[config.mk]
export PLATFORM = sky130hd
export DESIGN_NAME = tlbc_ctrl
export DESIGN_NICKNAME = d
export VERILOG_FILES = /design/src/hw/rtl/tlbc_pkg.sv /design/src/hw/rtl/tlbc_ctrl.sv
export SDC_FILE = /design/constraint.sdc
export NUM_CORES = 1
export LEC_CHECK = 0
export BUFFER_PORTS_ARGS = -buffer_cell sky130_fd_sc_hd__buf_2
export CORE_AREA = 2 2 39 41
export DETAILED_ROUTE_END_ITERATION = 10
export DIE_AREA = 0 0 41 43
export GPL_TIMING_DRIVEN = 0
export HOLD_SLACK_MARGIN = 0.08
export PLACE_DENSITY = 0.55
export SETUP_SLACK_MARGIN = 0.02
export SYNTH_ARGS = -nofsm -noshare
export SYNTH_HDL_FRONTEND = slang
export SYNTH_SLANG_ARGS = --single-unit
[constraint.sdc]
create_clock -name clk -period 1.9 [get_ports clk]
set_input_delay 0.38 -clock clk [delete_from_list [all_inputs] [get_ports clk]]
set_output_delay 0.38 -clock clk [all_outputs]
set_load 0.01 [all_outputs]
[src/hw/rtl/tlbc_pkg.sv]
`default_nettype none
// ----------------------------------------------------------------------------
// tlbc_pkg: shared types and constants of the translation cache
// Opcodes, status codes, field widths and the command and status groups
// between the controller and the datapath.
// ----------------------------------------------------------------------------
package tlbc_pkg;

  localparam int OP_W      = 2;
  localparam int ST_W      = 2;
  localparam int ADDR_W    = 32;
  localparam int SLOT_W    = 6;
  localparam int CNT_W     = 32;
  localparam int STAMP_W   = 64;

  localparam int DEF_TLB_SLOTS  = 64;
  localparam int DEF_PAGE_SHIFT = 12;

  typedef enum logic [OP_W-1:0] {
    OP_LOOKUP = 2'd0,
    OP_INSERT = 2'd1,
    OP_INVAL  = 2'd2
  } opcode_t;

  typedef enum logic [ST_W-1:0] {
    ST_OK     = 2'd0,
    ST_MISS   = 2'd1,
    ST_REJECT = 2'd2
  } status_t;

  // Controller to datapath
  typedef struct packed {
    logic accept;  // latch the incoming request
    logic probe;   // tag compare, free search, load LRU candidates
    logic reduce;  // one level of the minimum-stamp reduction
    logic commit;  // update entries and counters, load the response
  } tlbc_cmd_t;

  // Datapath to controller
  typedef struct packed {
    logic need_lru;  // valid insert with every slot in use
  } tlbc_sts_t;

endpackage
`default_nettype wire

[src/hw/rtl/tlbc_ctrl.sv]
`default_nettype none
// ----------------------------------------------------------------------------
// tlbc_ctrl: request sequencer of the translation cache
// Steps each request through probe, optional LRU reduction and commit,
// and owns the response valid flag.
// ----------------------------------------------------------------------------
module tlbc_ctrl #(
  parameter int TLB_SLOTS = tlbc_pkg::DEF_TLB_SLOTS
) (
  input  wire logic                clk,
  input  wire logic                rst_n,
  input  wire logic                in_valid,
  output logic                     in_ready,
  output logic                     out_valid,
  input  wire logic                out_ready,
  output tlbc_pkg::tlbc_cmd_t      cmd,
  input  wire tlbc_pkg::tlbc_sts_t sts
);
  import tlbc_pkg::*;

  localparam int LVL   = $clog2(TLB_SLOTS);
  localparam int LCW   = (LVL > 1) ? $clog2(LVL) : 1;

  typedef enum logic [1:0] {
    S_IDLE,
    S_PROBE,
    S_REDUCE,
    S_COMMIT
  } state_t;

  state_t           state_r;
  logic             out_valid_r;
  logic [LCW-1:0]   lvl_cnt_r;

  assign in_ready  = (state_r == S_IDLE);
  assign out_valid = out_valid_r;

  always_comb begin
    cmd.accept = (state_r == S_IDLE) && in_valid;
    cmd.probe  = (state_r == S_PROBE);
    cmd.reduce = (state_r == S_REDUCE);
    cmd.commit = (state_r == S_COMMIT) && (!out_valid_r || out_ready);
  end

  always_ff @(posedge clk) begin
    if (!rst_n) begin
      state_r     <= S_IDLE;
      out_valid_r <= 1'b0;
      lvl_cnt_r   <= '0;
    end else begin
      if (cmd.commit) begin
        out_valid_r <= 1'b1;
      end else if (out_ready) begin
        out_valid_r <= 1'b0;
      end
      unique case (state_r)
        S_IDLE: begin
          if (in_valid) begin
            state_r <= S_PROBE;
          end
        end
        S_PROBE: begin
          if (sts.need_lru && (LVL > 0)) begin
            lvl_cnt_r <= LCW'(LVL - 1);
            state_r   <= S_REDUCE;
          end else begin
            state_r <= S_COMMIT;
          end
        end
        S_REDUCE: begin
          if (lvl_cnt_r == '0) begin
            state_r <= S_COMMIT;
          end else begin
            lvl_cnt_r <= lvl_cnt_r - 1'b1;
          end
        end
        S_COMMIT: begin
          if (cmd.commit) begin
            state_r <= S_IDLE;
          end
        end
        default: begin
          state_r <= S_IDLE;
        end
      endcase
    end
  end

endmodule
`default_nettype wire

==> results.md <==
- The flow ran to the end, and the final reports show no timing, DRC or antenna violations.
- The die width is 41 µm.
- The first-pass iteration count of the detailed router is 4.
- The core utilization of the finished layout is 0.358.
- The maximum level of the CTS H-tree is 1.
- The worst hold path was traced through 2 stages.
- The number of global-route vias before repair was 319.
- The post-synthesis compound-gate area fraction is 0.233.
- The relative contribution of the clock network to total power is 0.156.
- After clock tree synthesis, the repair step resized 0 gates.
- The area growth from synthesis to layout is 23.0%.
- The clock-pin slew reported for the worst setup and hold paths after clock tree synthesis is 0.05 ns.
- The antenna cell count is 0.
- STA classifies the critical path endpoint as an output port.
- The combinational power share is 0.575.
- The number of nets in the synthesized netlist is 56.
- In this run the power density over the cells is 1540 mW/mm².
- The number of instances in the synthesized netlist is 45.
- For this run, the number of Yosys warnings is 0.
- The number of max-slew violations in the final report is 0.
- In this run, distinct cell masters in the synthesized netlist total 21.
- The portion of total power attributed to sequential cells is 0.269.
- The tool flagged a number of max-cap violations equal to 0.
- The data required time of the worst path is 1.52 ns.
- The kind of start point of the critical path is a register.
- The clock tree from TritonCTS is built.
- Summed over all layers, the global routing overflow is 0.
- Among all stages on the critical path, the largest delay is contributed by dfxtp_1.
- The peak supply drop is 0.000446 V.
- Of the total power, the share spent switching nets is 0.427.
- The number of vias after detailed routing is 359.
- The internal power of the cells totals 0.437 mW.
- met2 is the most crowded layer.
- The routed length per placed instance is 10.7 µm.
- The max-slew headroom at the worst pin is 0.702.
- In the global route stage, met1 resource usage came out at 0.106.
- The category of the critical setup timing path is reg -> out.
- By area the synthesized netlist is led by dfxtp_1 30%, ha_1 19%, inv_1 6.5%.
- The top-level I/O count is 11.
- After synthesis, the largest family of logic cells by area is compound AO/OA/AOI/OAI gates.
- The met3 layer usage reported by global route is 0.0942.
- The later pin in the worst-skew pair is clocked with a latency of 0.25 ns.
- For this design the static power due to leakage is 0.227 nW.
- The number of clock sinks seen by CTS is 6.
- For this block, the routed nets add up to 791 µm of wire.
- The clock tree skew after final layout is 0.00757 ns.
- The worst path buffer plus inverter count is 2.
- In this run the post-CTS setup repair buffer count came out at 0.
- The setup slack of the most critical reg-to-reg path is 0.38 ns.
- The synthesized area per cell is 8.95 µm².
- The share of the Yosys chip area taken by registers is 0.298.
- The sink of the worst hold path is out_valid$_SDFFE_PN0P_.
- The number of input and output port buffers inserted is 10.
- The half-perimeter wire length after placement is 576 µm.
- In this run the remaining antenna-violating nets after routing total 0.
- The arrival time at the worst endpoint is 1.26 ns.
- At the end of routability-driven placement, the weighted congestion stood at 0.772.
- The largest net degree at the start of global routing is 8.
- The most common cell after layout, fill and taps aside is buf_2.
- The portion of synthesized area spent on multiplexers is 0.
- The floorplan step set the die height to 43 µm.
- Fill cells in the final layout number 149.
- The startpoint of the most critical register-to-register path is state_r[0]$_SDFFE_PN0P_.
- The worst-margin pin slew is 0.447 ns.
- The cell area after synthesis is 403 µm².
- The number of endpoints failing setup at the final stage is 0.
- Of the post-synthesis cell area, the dominant cell type holds 0.298.
- The design draws 0.762 mW.
- For the worst flop-to-flop path, the logic depth is 4.
- The number of antenna violations at the first check in global routing is 0.
- After floorplanning, the core was sized to cover 0.00138 mm².
- Counting along the longest clock path gives a buffer depth of 2.
- Setup repair after global routing left no endpoint under its margin.
- Along the worst path, the maximum fanout reaches 6.
- For met2 alone, demand over resource in global routing was 0.181.
- The minimum clock period is 1.64 ns.
- The cell type group with the largest total delay on the critical path is flip-flops.
- The xor and xnor area share after synthesis is 0.
- Clock tree synthesis inserted a total of 3 buffers.
- The timing-limited maximum frequency is 0.608 GHz.
- The number of nets at the end of the flow is 71.
- Dividing the detail-routed via count by the number of cells gives 4.85.
- The path class of the lowest-slack min-delay path is in -> reg.
- The number of stages on the worst setup path is 4.
- The analysis attributes to net switching a power of 0.325 mW.
- The initial standard-cell utilization of the core is 0.291.
- The global router's overall resource usage is 0.116.
- The initial DRC count is 5.
- Of the total synthesized cell area, the portion taken by AND, OR, NAND and NOR gates is 0.217.
- The fraction of the mapped netlist area in adder cells is 0.186.
- For this run, design rule violations remaining after detail routing come to 0.
- The cell type contributing the most total cell area after synthesis is dfxtp_1.
- The synthesized design contains 6 register bits.
- The clock root buffer master is clkbuf_4.
- In the final layout, the multi-input gates occupy 256 µm².
- The first global-routing pass estimated 1.29 mm of wire.
- In this run the most critical hold path is launched from rst_n.
- The die footprint is 0.00176 mm².
- In this run the critical register-to-register path is captured at state_r[0]$_SDFFE_PN0P_.
- In this design, the stage delay of the slowest critical-path cell is 0.42 ns.
- The floorplan has 14 rows.
- Of the cells placed in the final design, the portion with a size suffix greater than 1 is 0.293.
- Of the available clock period, the critical path in the final layout requires 0.866.
- Summing all flip-flop and latch instances after layout gives 120 µm².
- In the layout the commonest cells are 10 x buf_2, 7 x inv_1, 6 x ha_1, 6 x dfxtp_1.
- The number of endpoints with negative hold slack in the final report is 0.
- Buffers inserted to repair hold after CTS numbered 0.
- The setup TNS is 0 ns.
- The critical path goes through inv_1 -> ha_1 -> and2_1 -> buf_2.
==> per-stage QoR <==
step	setup WS, ns	hold WS (ns)	cells	cell area (µm²)
6_report	0.255	0.435	74	495
5_1_grt	0.143	0.436	74	495
4_1_cts	0.238	0.433	74	495
3_5_place_dp	0.373	0.505	71	473
3_3_place_gp	0.387	0.498	71	473
2_1_floorplan	0.473	0.475	45	403
==> final cells by class <==
type,count,area share
clock buffers,3,0.0455
inverters,7,0.0530
multi-input cells,32,0.518
flip-flops and latches,6,0.242
well taps,16,0.0404
repair buffers,10,0.101
==> kinds of logic after synthesis <==
logic type	after synthesis
adder cells (fa/ha/maj)	6
AND/OR/NAND/NOR	13
AO/OA/AOI/OAI	13
flip-flops	6
buffers and inverters	7
==> worst reg2reg max path, stage by stage, from the launching register on <==
cell and delay, ns:
dfxtp_1 0.42, inv_1 0.09, ha_1 0.29, a222oi_1 0.41, o221a_1 0.26
==> flip-flops by register name, indices dropped and copies added, names as in the netlist <==
name and cells:
state_r 2, out_valid 1, lvl_cnt_r 3
==> how the worst max path moves through the flow <==
stage / end / slack (ns) / from
2_1_floorplan: state_r[0]$_SDFFE_PN0P_ / 0.47 / state_r[1]$_SDFFE_PN0P_
3_3_place_gp: state_r[0]$_SDFFE_PN0P_ / 0.39 / state_r[0]$_SDFFE_PN0P_
5_1_grt: cmd[3] / 0.14 / state_r[0]$_SDFFE_PN0P_
4_1_cts: cmd[3] / 0.24 / state_r[0]$_SDFFE_PN0P_
3_5_place_dp: state_r[0]$_SDFFE_PN0P_ / 0.37 / state_r[0]$_SDFFE_PN0P_
6_report: cmd[3] / 0.26 / state_r[0]$_SDFFE_PN0P_
==> per-layer routing <==
metal / vias to the layer above / wire (µm)
met5: - / 0
met4: 0 / 9
met3: 2 / 73
met2: 15 / 360
met1: 160 / 348
li1: 182 / -
==> cells in the mapped netlist <==
library cell / instances
o21ai_0: 2
o21a_1: 2
a31oi_1: 1
and2b_2: 1
nand2b_4: 1
ha_1: 6
nand2b_2: 1
inv_1: 7
nand2_1: 3
a21oi_1: 3
nand4_1: 1
o221a_1: 1
a221o_1: 1
nand3_1: 1
and2_1: 2
o211ai_1: 1
a222oi_1: 1
dfxtp_1: 6
nor2b_4: 1
nor2_1: 2
o2bb2ai_1: 1
==> power groups by stage <==
stage          logic (mW)  clock network, mW  registers [mW]
2_1_floorplan       0.332                  0           0.201
3_3_place_gp        0.433                  0           0.207
3_5_place_dp        0.435                  0           0.208
4_1_cts             0.443              0.124           0.206
5_1_grt             0.498              0.134           0.215
6_report            0.438              0.119           0.205
(Power assumes the default switching activity.)
